## config.mk

```make
export PLATFORM = sky130hd
export DESIGN_NAME = gain_scheduled_pd_steering
export DESIGN_NICKNAME = d
export VERILOG_FILES = /design/src/rtl/gps_pkg.sv /design/src/rtl/gps_dp.sv /design/src/rtl/gps_ctrl.sv /design/src/rtl/gain_scheduled_pd_steering.sv
export SDC_FILE = /design/constraint.sdc
export NUM_CORES = 2
export LEC_CHECK = 0
export BUFFER_PORTS_ARGS = -buffer_cell sky130_fd_sc_hd__buf_2
export CAP_MARGIN = 20
export CORE_ASPECT_RATIO = 2
export CORE_MARGIN = 8
export CORE_UTILIZATION = 60
export DETAILED_ROUTE_END_ITERATION = 7
export PLACE_DENSITY_LB_ADDON = 0.1
export SLEW_MARGIN = 20
export SYNTH_ARGS = -nofsm -noshare
export SYNTH_HDL_FRONTEND = slang
export SYNTH_HIERARCHICAL = 1
export SYNTH_SLANG_ARGS = --single-unit
```

## constraint.sdc

```tcl
create_clock -name clk -period 8.26 [get_ports clk]
set_input_delay 1.239 -clock clk [delete_from_list [all_inputs] [get_ports clk]]
set_output_delay 1.239 -clock clk [all_outputs]
set_load 0.01 [all_outputs]
```

## src/rtl/gps_pkg.sv

```systemverilog
// ----------------------------------------------------------------------------
// gps_pkg
// Shared widths, constants, command codes and the controller-to-datapath
// command struct of the gain-scheduled PD steering block.
// ----------------------------------------------------------------------------
package gps_pkg;

	localparam int ERR_W   = 12;   // position error
	localparam int SPD_W   = 13;   // average speed
	localparam int GAIN_W  = 32;   // Q16.16 gains
	localparam int OUT_W   = 16;   // Q8.8 steering output
	localparam int IDX_W   = 2;    // config register index
	localparam int DIFF_W  = ERR_W + 1;
	localparam int SCHED_W = 12;   // schedule, unsigned Q4.8, 0..2560
	localparam int KSTEP_W = 22;   // schedule times 576
	localparam int KD_W    = GAIN_W + 1;
	localparam int MA_W    = 2 * ERR_W - 1;   // err times abs err
	localparam int MB_W    = KD_W;
	localparam int MP_W    = MA_W + MB_W;
	localparam int ACC_W   = MP_W + 1;

	// Register indexes
	localparam logic [IDX_W-1:0] REG_GAIN_PROP  = 2'd0;
	localparam logic [IDX_W-1:0] REG_GAIN_QUAD  = 2'd1;
	localparam logic [IDX_W-1:0] REG_GAIN_DERIV = 2'd2;

	// Schedule: floor(n*16/5), clamped to 10.0 once n reaches 800
	localparam int                 SCHED_KNEE = 800;
	localparam logic [SCHED_W-1:0] SCHED_MAX  = 12'd2560;
	localparam logic [13:0]        RECIP_5    = 14'd13108;   // 2^16/5, rounded up

	localparam int OUT_LIMIT = 25600;
	localparam int SUM_LIMIT = OUT_LIMIT * 256;

	typedef enum logic [1:0] {
		MUL_PROP,
		MUL_EAE,
		MUL_QUAD,
		MUL_DERIV
	} mul_sel_t;

	typedef enum logic [1:0] {
		ACC_HOLD,
		ACC_LOAD,
		ACC_ADD
	} acc_op_t;

	typedef struct packed {
		logic     load_in;
		mul_sel_t mul_sel;
		acc_op_t  acc_op;
		logic     load_out;
	} dp_cmd_t;

endpackage

```

## src/rtl/gps_dp.sv

```systemverilog
// ----------------------------------------------------------------------------
// gps_dp
// Datapath: gain registers, previous error, schedule and derivative gain,
// one shared signed multiplier, the accumulator and output saturation.
// ----------------------------------------------------------------------------
module gps_dp (
	input  logic                              clk,
	input  logic                              arst_n,
	input  logic                              cfg_we,
	input  logic [gps_pkg::IDX_W-1:0]         cfg_index,
	input  logic [gps_pkg::GAIN_W-1:0]        cfg_data,
	input  logic signed [gps_pkg::ERR_W-1:0]  pos_error,
	input  logic signed [gps_pkg::SPD_W-1:0]  avg_speed,
	input  gps_pkg::dp_cmd_t                  cmd,
	output logic signed [gps_pkg::OUT_W-1:0]  steer_out
);

	logic signed [gps_pkg::GAIN_W-1:0]  gain_prop_q;
	logic signed [gps_pkg::GAIN_W-1:0]  gain_quad_q;
	logic signed [gps_pkg::GAIN_W-1:0]  gain_deriv_q;
	logic signed [gps_pkg::ERR_W-1:0]   prev_error_q;

	logic signed [gps_pkg::ERR_W-1:0]   e_q;
	logic signed [gps_pkg::SPD_W-1:0]   spd_q;
	logic signed [gps_pkg::DIFF_W-1:0]  diff_q;
	logic [gps_pkg::SCHED_W-1:0]        sched_q;
	logic signed [gps_pkg::KD_W-1:0]    kd_q;
	logic signed [gps_pkg::MP_W-1:0]    prod_q;
	logic signed [gps_pkg::ACC_W-1:0]   acc_q;
	logic signed [gps_pkg::OUT_W-1:0]   steer_q;

	logic [gps_pkg::ERR_W-1:0]          ae;
	logic signed [14:0]                 n;
	logic [13:0]                        x16;
	logic [27:0]                        rprod;
	logic [gps_pkg::SCHED_W-1:0]        sched;
	logic [gps_pkg::KSTEP_W-1:0]        kstep;
	logic signed [gps_pkg::MA_W-1:0]    mul_a;
	logic signed [gps_pkg::MB_W-1:0]    mul_b;
	logic signed [gps_pkg::MP_W-1:0]    mul_p;
	logic signed [gps_pkg::OUT_W-1:0]   steer;

	// Configuration and previous error
	always_ff @(posedge clk or negedge arst_n) begin
		if (!arst_n) begin
			gain_prop_q  <= '0;
			gain_quad_q  <= '0;
			gain_deriv_q <= '0;
			prev_error_q <= '0;
		end else begin
			if (cfg_we) begin
				unique case (cfg_index)
					gps_pkg::REG_GAIN_PROP:  gain_prop_q  <= cfg_data;
					gps_pkg::REG_GAIN_QUAD:  gain_quad_q  <= cfg_data;
					gps_pkg::REG_GAIN_DERIV: gain_deriv_q <= cfg_data;
					default: ;
				endcase
			end
			if (cmd.load_in) begin
				prev_error_q <= pos_error;
			end
		end
	end

	// Schedule from the held item
	always_comb begin
		ae    = e_q[gps_pkg::ERR_W-1] ? gps_pkg::ERR_W'(-e_q) : e_q;
		n     = $signed({1'b0, ae, 2'b00}) + 15'(spd_q);
		x16   = {n[9:0], 4'b0000};
		rprod = x16 * gps_pkg::RECIP_5;
		if (n <= 15'sd0) begin
			sched = '0;
		end else if (n >= 15'(gps_pkg::SCHED_KNEE)) begin
			sched = gps_pkg::SCHED_MAX;
		end else begin
			sched = rprod[27:16];
		end
		// 576 = 512 + 64
		kstep = gps_pkg::KSTEP_W'({sched_q, 9'd0}) + gps_pkg::KSTEP_W'({sched_q, 6'd0});
	end

	// Shared multiplier
	always_comb begin
		case (cmd.mul_sel)
			gps_pkg::MUL_PROP: begin
				mul_a = gps_pkg::MA_W'(e_q);
				mul_b = gps_pkg::MB_W'(gain_prop_q);
			end
			gps_pkg::MUL_EAE: begin
				mul_a = gps_pkg::MA_W'(e_q);
				mul_b = $signed(gps_pkg::MB_W'(ae));
			end
			gps_pkg::MUL_QUAD: begin
				mul_a = prod_q[gps_pkg::MA_W-1:0];
				mul_b = gps_pkg::MB_W'(gain_quad_q);
			end
			default: begin
				mul_a = gps_pkg::MA_W'(diff_q);
				mul_b = kd_q;
			end
		endcase
		mul_p = mul_a * mul_b;
	end

	// Saturate and floor to Q8.8
	always_comb begin
		if (acc_q >= gps_pkg::ACC_W'(gps_pkg::SUM_LIMIT)) begin
			steer = gps_pkg::OUT_W'(gps_pkg::OUT_LIMIT);
		end else if (acc_q <= -gps_pkg::ACC_W'(gps_pkg::SUM_LIMIT)) begin
			steer = -gps_pkg::OUT_W'(gps_pkg::OUT_LIMIT);
		end else begin
			steer = acc_q[gps_pkg::OUT_W+7:8];
		end
	end

	always_ff @(posedge clk) begin
		if (cmd.load_in) begin
			e_q    <= pos_error;
			spd_q  <= avg_speed;
			diff_q <= gps_pkg::DIFF_W'(pos_error) - gps_pkg::DIFF_W'(prev_error_q);
		end
		sched_q <= sched;
		kd_q    <= gps_pkg::KD_W'(gain_deriv_q) + $signed(gps_pkg::KD_W'(kstep));
		prod_q  <= mul_p;
		case (cmd.acc_op)
			gps_pkg::ACC_LOAD: acc_q <= gps_pkg::ACC_W'(prod_q);
			gps_pkg::ACC_ADD:  acc_q <= acc_q + gps_pkg::ACC_W'(prod_q);
			default: ;
		endcase
		if (cmd.load_out) begin
			steer_q <= steer;
		end
	end

	assign steer_out = steer_q;

endmodule

```

## src/rtl/gps_ctrl.sv

```systemverilog
// ----------------------------------------------------------------------------
// gps_ctrl
// Controller: sequences the shared multiplier and accumulator over one item
// and owns both handshakes.
// ----------------------------------------------------------------------------
module gps_ctrl (
	input  logic              clk,
	input  logic              arst_n,
	input  logic              in_valid,
	output logic              in_ready,
	output logic              out_valid,
	input  logic              out_ready,
	output gps_pkg::dp_cmd_t  cmd
);

	typedef enum logic [2:0] {
		ST_IDLE,
		ST_PROP,
		ST_EAE,
		ST_QUAD,
		ST_DERIV,
		ST_SUM,
		ST_OUT
	} state_t;

	state_t state_q;
	logic   out_valid_q;
	logic   slot_free;

	assign slot_free = !out_valid_q || out_ready;
	assign in_ready  = (state_q == ST_IDLE);
	assign out_valid = out_valid_q;

	// A product lands in prod_q; the next step folds it into acc (EAE's goes to QUAD)
	always_comb begin
		cmd          = '0;
		cmd.mul_sel  = gps_pkg::MUL_PROP;
		cmd.acc_op   = gps_pkg::ACC_HOLD;
		unique case (state_q)
			ST_IDLE:  cmd.load_in = in_valid;
			ST_PROP:  cmd.mul_sel = gps_pkg::MUL_PROP;
			ST_EAE: begin
				cmd.mul_sel = gps_pkg::MUL_EAE;
				cmd.acc_op  = gps_pkg::ACC_LOAD;
			end
			ST_QUAD:  cmd.mul_sel = gps_pkg::MUL_QUAD;
			ST_DERIV: begin
				cmd.mul_sel = gps_pkg::MUL_DERIV;
				cmd.acc_op  = gps_pkg::ACC_ADD;
			end
			ST_SUM:   cmd.acc_op = gps_pkg::ACC_ADD;
			ST_OUT:   cmd.load_out = slot_free;
			default: ;
		endcase
	end

	always_ff @(posedge clk or negedge arst_n) begin
		if (!arst_n) begin
			state_q     <= ST_IDLE;
			out_valid_q <= 1'b0;
		end else begin
			if (out_valid_q && out_ready) begin
				out_valid_q <= 1'b0;
			end
			unique case (state_q)
				ST_IDLE:  if (in_valid) state_q <= ST_PROP;
				ST_PROP:  state_q <= ST_EAE;
				ST_EAE:   state_q <= ST_QUAD;
				ST_QUAD:  state_q <= ST_DERIV;
				ST_DERIV: state_q <= ST_SUM;
				ST_SUM:   state_q <= ST_OUT;
				ST_OUT: begin
					// hold until the output register is free
					if (slot_free) begin
						out_valid_q <= 1'b1;
						state_q     <= ST_IDLE;
					end
				end
				default:  state_q <= ST_IDLE;
			endcase
		end
	end

	a_no_overwrite: assert property (@(posedge clk) disable iff (!arst_n)
		cmd.load_out |-> (!out_valid_q || out_ready))
		else $error("result loaded over an untaken result");

	a_load_shows: assert property (@(posedge clk) disable iff (!arst_n)
		cmd.load_out |=> out_valid_q)
		else $error("loaded result not presented");

	a_busy_after_accept: assert property (@(posedge clk) disable iff (!arst_n)
		(in_valid && in_ready) |=>
			!in_ready ##1 !in_ready ##1 !in_ready ##1 !in_ready ##1 !in_ready)
		else $error("new item taken during computation");

	a_valid_source: assert property (@(posedge clk) disable iff (!arst_n)
		$rose(out_valid_q) |-> $past(state_q == ST_OUT))
		else $error("result shown outside the output step");

endmodule

```

## src/rtl/gain_scheduled_pd_steering.sv

```systemverilog
// ----------------------------------------------------------------------------
// gain_scheduled_pd_steering
// Gain-scheduled PD steering controller: proportional, err*|err| and
// speed-scheduled derivative terms, saturated to +-100.0 in Q8.8.
// ----------------------------------------------------------------------------
//  channel  | signals                           | transfer when
//  ---------+-----------------------------------+----------------------------
//  input    | pos_error, avg_speed              | in_valid & in_ready
//  output   | steer_out                         | out_valid & out_ready
//  config   | cfg_index, cfg_data               | cfg_we (no wait)
//
//  An item passes from transfer to result load through an accept step and
//  six steps through the single shared 23x33 multiplier and accumulator.
//  A finished result waits in the output register; the next item is taken
//  while it waits, and the output step stalls only if the old result is
//  still there. Reset clears the gains and the previous error to zero.
// ----------------------------------------------------------------------------
module gain_scheduled_pd_steering (
	input  logic                              clk,
	input  logic                              arst_n,
	input  logic                              cfg_we,
	input  logic [gps_pkg::IDX_W-1:0]         cfg_index,
	input  logic [gps_pkg::GAIN_W-1:0]        cfg_data,
	input  logic                              in_valid,
	output logic                              in_ready,
	input  logic signed [gps_pkg::ERR_W-1:0]  pos_error,
	input  logic signed [gps_pkg::SPD_W-1:0]  avg_speed,
	output logic                              out_valid,
	input  logic                              out_ready,
	output logic signed [gps_pkg::OUT_W-1:0]  steer_out
);

	gps_pkg::dp_cmd_t cmd;

	gps_ctrl u_ctrl (
		.clk       (clk),
		.arst_n    (arst_n),
		.in_valid  (in_valid),
		.in_ready  (in_ready),
		.out_valid (out_valid),
		.out_ready (out_ready),
		.cmd       (cmd)
	);

	gps_dp u_dp (
		.clk       (clk),
		.arst_n    (arst_n),
		.cfg_we    (cfg_we),
		.cfg_index (cfg_index),
		.cfg_data  (cfg_data),
		.pos_error (pos_error),
		.avg_speed (avg_speed),
		.cmd       (cmd),
		.steer_out (steer_out)
	);

endmodule
```

======== Yosys cells after proc, flatten, opt, wreduce, memory -nomap -nowiden ========
Index checks and enable logic that the tools add are counted.
operators by class
  $add $sub $neg .......................... 6
  multiply operators ...................... 2
  divide/modulo/power cells ............... 0
  order comparisons ....................... 4
  eq/ne operators ......................... 14
  shift operators ......................... 0
  mux-type cells .......................... 16
  bitwise logic cells ..................... 0
  reduce and logical (&&, ||, !) cells .... 15
operators with widths
  kind                                                                  number
  case mux 57 bit (2 select lines)                                      1
  case mux 33 bit (3 select lines)                                      1
  adder 57 x 56 -> 57 bit                                               1
  greater-or-equal comparator 57 x 24 -> 1 bit (second input constant)  1
  less-or-equal comparator 57 x 24 -> 1 bit (second input constant)     1
  multiplier 23 x 33 -> 56 bit                                          1
  case mux 23 bit (2 select lines)                                      1
  adder 32 x 23 -> 33 bit                                               1
  2-to-1 mux 12 bit                                                     2
  adder 21 x 18 -> 22 bit                                               1
  multiplier 10 x 12 -> 22 bit (second input constant)                  1
  case mux 3 bit (7 select lines)                                       1
  2-to-1 mux 16 bit                                                     1
  adder 15 x 13 -> 15 bit                                               1
  greater-or-equal comparator 15 x 11 -> 1 bit (second input constant)  1
  less-or-equal comparator 15 x 1 -> 1 bit (second input constant)      1
  subtractor 12 x 12 -> 13 bit                                          1
  negation 12 bit                                                       1
  == test 3 bit (second input constant)                                 3
  AND reduction 2 bit                                                   4
  OR reduction 2 bit                                                    4
  == test 2 x 1 -> 1 bit (second input constant)                        3
  == test 2 bit (second input constant)                                 3
  == test 3 x 2 -> 1 bit (second input constant)                        2
  other kinds (13)                                                      19
word-level totals
  flip-flop bits (word level) ............. 324
  bits in latches ......................... 0
  memory bits (writable) .................. 0
  bits in read-only memories .............. 0
  input bits .............................. 64
  word-level logic and storage cells ...... 73
  memories ................................ 0

======== Depth between registers and ports, before layout ========
  depth after elaboration ................. 6
  depth in mapped cells ................... 37

======== By module ========
The synthesis kept the hierarchy.
modules (own cells, without submodules)
  module    instances  cells each  area each (um^2)
  gps_dp    1          4,782       45,374.8
  gps_ctrl  1          26          289.0

======== Least setup slack after synthesis ========
OpenSTA, ideal clock, no wires.
  path kind ............................... reg-to-reg
  start ................................... register u_ctrl.state_q[1]
  end ..................................... register u_dp/prod_q[54] (netlist name)
  setup time .............................. 0.132 ns
  arrival ................................. 8.596 ns
  required time ........................... 8.128 ns
  path slack .............................. -0.468 ns
  stages on the path, launching flop included .. 35
  cell sequence ........................... dfrtp_1 > buf_6 > nand2b_2 > a21oi_1 > clkbuf_1 > clkbuf_1 > clkbuf_1 > mux2i_1 > a21oi_1 > clkbuf_1 > nand2_1 > fa_1 > inv_1 > fa_1 > inv_1 > fa_1 > fa_1 > inv_1 > fa_1 > inv_1 > fa_1 > inv_1 > fa_1 > ha_1 > and3_1 > a21oi_1 > a21o_1 > nand2_1 > nor4b_4 > o221a_4 > o21ai_2 > o31a_4 > a31oi_4 > a311oi_1 > xor2_1
RTL lines
  item                      line            RTL
  start: declaration        gps_ctrl.sv:26  state_t state_q;
  start signal: assignment  gps_ctrl.sv:59  state_q <= ST_IDLE;
  start signal: assignment  gps_ctrl.sv:66  ST_IDLE: if (in_valid) state_q <= ST_PROP;
  start signal: assignment  gps_ctrl.sv:67  ST_PROP: state_q <= ST_EAE;
  end signal: assignment    gps_dp.sv:124   prod_q <= mul_p;
  end: declaration          gps_dp.sv:28    logic signed [gps_pkg::MP_W-1:0] prod_q;

==> results.rst <==
.. list-table::
   :header-rows: 1

   * - Metric
     - Value
   * - Status
     - finished, violations left
   * - Violations in the final reports
     - negative setup slack
   * - Buf+Inv Stages, Crit Path
     - 11
   * - CTS Root Buffer Type
     - sky130_fd_sc_hd__clkbuf_16
   * - Async SR Flop Fraction
     - 0.346
   * - Setup repair after global routing missed its margin
     - true
   * - Initial Util
     - 0.603
   * - Total count of max-transition violations in the final report
     - 0
   * - Global-route usage over all layers
     - 0.332
   * - Crit-path slowest cell
     - sky130_fd_sc_hd__fa_1
   * - Overall die area
     - around 86000 sq um
   * - Sum of routed wire length over all layers
     - 141 mm
   * - Final critical-path required period
     - 8300 ps
   * - Worst path required time
     - 8760 ps
   * - Fraction of final layout cells with drive strength greater than 1
     - 0.188
   * - Crit-path most repeated cell
     - sky130_fd_sc_hd__fa_1
   * - Routed wire per std cell
     - 22.5 microns
   * - Number of rows in the core area
     - 143
   * - Unique cell type count in the Yosys netlist
     - 86
   * - Synth-to-Final Area Change
     - 16.4%
   * - Gate count of the mapped netlist
     - 4808
   * - Maximum fanout along the worst path
     - 10
   * - Top FF cell, synth
     - sky130_fd_sc_hd__dfrtp_1
   * - Least setup slack across all paths after layout
     - -44.6 ps
   * - Final core utilization
     - 0.703
   * - HP Class
     - reg2reg
   * - Worst EP arrival
     - 8800 ps
   * - Pin slew with the least headroom to its limit
     - 1110 ps
   * - Final setup violation count
     - 3
   * - Initial antenna violation count
     - 3
   * - Pin count of the biggest net entering global routing
     - 64
   * - Final hold violation count
     - 0
   * - Cell type with the highest aggregate area in the netlist
     - sky130_fd_sc_hd__fa_1
   * - Yosys Warn Count
     - 6
   * - Fmax achieved
     - 120 MHz
   * - Area of all placed cells without fillers
     - 53200 sq um
   * - Relative slew slack
     - 0.252
   * - Inserted Clock Buffers
     - 31
   * - GR Overflow Total
     - 0
   * - Post-synth top area share
     - 0.353
   * - Launching element type of the critical path
     - flip-flop
   * - Clock transition at the register clock pins on the worst setup and hold paths after CTS
     - about 90 ps
   * - Post-route antenna net violation count
     - 0
   * - Final layout net count
     - 6425
   * - Final period util
     - 1.01
   * - Via density per instance
     - 5.72
   * - Critical path class
     - reg2reg
   * - Clock Sink Count
     - 324
   * - H-tree depth
     - 1
   * - Number of vias in the routed layout
     - around 36000
   * - CP endpoint kind
     - flip-flop
   * - Most common library cells after synthesis
     - sky130_fd_sc_hd__inv_1, sky130_fd_sc_hd__fa_1, sky130_fd_sc_hd__nand2_1, sky130_fd_sc_hd__nor2_1, sky130_fd_sc_hd__ha_1
   * - Leading cell type by number of instances after synthesis
     - sky130_fd_sc_hd__inv_1
   * - Number of design-rule violations left by the first detailed-router iteration
     - 1965
   * - Ports placed on the boundary
     - 82
   * - Largest cells by area after synthesis
     - sky130_fd_sc_hd__fa_1, sky130_fd_sc_hd__ha_1, sky130_fd_sc_hd__inv_1
   * - Area of the mapped netlist
     - 45700 sq um
   * - Kind of cell adding the most delay to the critical path
     - adder cells
   * - Yosys reg bits
     - 324
   * - Net count after synthesis
     - approximately 6000
   * - Number of enable flip-flop cells after synthesis
     - 111
   * - First-pass detailed-route iteration total
     - 5
   * - Die Y
     - 406 microns
   * - Weighted congestion reported at the end of routability-driven placement
     - 1.01
   * - Wire length of the first global-routing pass
     - around 220 mm
   * - Die span in x
     - approximately 210 microns
   * - Max-cap violations
     - 0
   * - Post-detailed-route DRC marker count
     - 0
   * - Clock latency reported for the late side of the worst-skew pair
     - 660 ps
   * - Core Area
     - 75700 sq um
   * - CTS tree
     - yes
   * - Post-Route Skew
     - approximately 47 ps
   * - Share of synthesized area occupied by flip-flops and latches
     - 0.179
   * - Number of global-route vias before repair
     - 39600
   * - Detailed-placement wirelength estimate
     - 118 mm
   * - Delay contributed by the slowest stage of the critical path
     - ~570 ps
   * - Clk buf depth
     - 3
   * - Post-placement cell area
     - 50900 sq um
   * - Average cell area after synthesis
     - between 9 and 10 sq um
   * - Number of I/O port buffers
     - 81
-- worst paths after layout --
check | from | endpoint | slack, ps | cells after the start
max | u_ctrl/state_q[1]$_DFFE_PN0P_ | u_dp/prod_q[54]$_DFF_P_ | -40 | 35
min | u_dp/gain_deriv_q[1]$_DFFE_PN0P_ | u_dp/kd_q[1]$_DFF_P_ | 360 | 0
max reg2reg | u_ctrl/state_q[1]$_DFFE_PN0P_ | u_dp/prod_q[54]$_DFF_P_ | -40 | 35
min reg2reg | u_dp/gain_deriv_q[1]$_DFFE_PN0P_ | u_dp/kd_q[1]$_DFF_P_ | 360 | 0
max in group asynchronous | arst_n | u_ctrl/state_q[2]$_DFFE_PN0P_ | 6290 | 2
min in group asynchronous | arst_n | u_dp/gain_deriv_q[28]$_DFFE_PN0P_ | 630 | 1
-- routing by layer --
metal	global-route usage	routed length, microns	part of all wire
met1	0.322	44600	0.32
met2	0.613	72800	0.52
met3	0.0563	8840	0.063
met4	0.264	14900	0.11
met5	0	12	0.000085
-- through the flow --
| stage | worst slack [ps] | instances | hold slack, ps | setup TNS [ps] |
|---|---|---|---|---|
| 4_1_cts | -67.0 | 6251 | 370 | -141 |
| 3_5_place_dp | -502 | 6180 | 352 | -4500 |
| 6_report | -44.6 | 6278 | 363 | -71.4 |
| 3_3_place_gp | -417 | 6180 | 348 | -3320 |
| 5_1_grt | -298 | 6276 | 380 | -2700 |
| 2_1_floorplan | 15.6 | 4808 | 342 | 0 |
-- state kept, by name, indices dropped and copies added (netlist names), 3 cells and up --
name and cells:
u_dp/e_q 12, u_dp/prev_error_q 12, u_dp/gain_prop_q 32, u_dp/steer_out 16, u_dp/gain_quad_q 32, u_dp/prod_q 56, u_ctrl/state_q 3, u_dp/sched_q 12
u_dp/diff_q 13, u_dp/kd_q 33, u_dp/spd_q 13, u_dp/gain_deriv_q 32, u_dp/acc_q 57
-- cell type report --
cell class / count / area, sq um
clock buffer: 44 / 973
clock inverter: 14 / 148
inverter: 945 / 3550
antenna: 2 / 5.00
sequential: 324 / 8160
timing repair buffer: 587 / 5130
tap: 1015 / 1270
multi-input combinational: 3347 / 33900
fill: 6026 / 22500
-- timing repair --
item | 4_1_cts | 5_1_grt
resized for setup | 48 | 123
gates cloned | 0 | 4
setup endpoints to repair | 21 | 28
pin swaps | 5 | 38
hold buffers | 0 | 0
setup buffers | 13 | 21
-- logic make-up (layout without fill, tap and decap cells) --
group	after synthesis	count (layout)	synth area share
flops	324	324	0.179
buf+inv	1138	1590	0.0941
fa+ha+maj	1125	1125	0.441
xor+xnor	173	173	0.0332
compound gates	589	589	0.0851
mux	194	194	0.0480
other cells	0	2	0
simple gates	1265	1266	0.120
-- layout by cell type, fill, tap and decap left out, types with 101 or more instances in the layout --
cell,netlist,layout
sky130_fd_sc_hd__a21oi_1,166,136
sky130_fd_sc_hd__buf_4,0,418
sky130_fd_sc_hd__dfrtp_1,112,110
sky130_fd_sc_hd__dfxtp_1,101,101
sky130_fd_sc_hd__edfxtp_1,111,111
sky130_fd_sc_hd__fa_1,806,795
sky130_fd_sc_hd__ha_1,319,308
sky130_fd_sc_hd__inv_1,945,939
sky130_fd_sc_hd__mux2_2,167,166
sky130_fd_sc_hd__nand2_1,603,601
sky130_fd_sc_hd__nor2_1,376,358
sky130_fd_sc_hd__xnor2_1,121,117
Power is not shown: default switching activity piles up to over one toggle a cycle in this logic, so the estimate is an artifact.
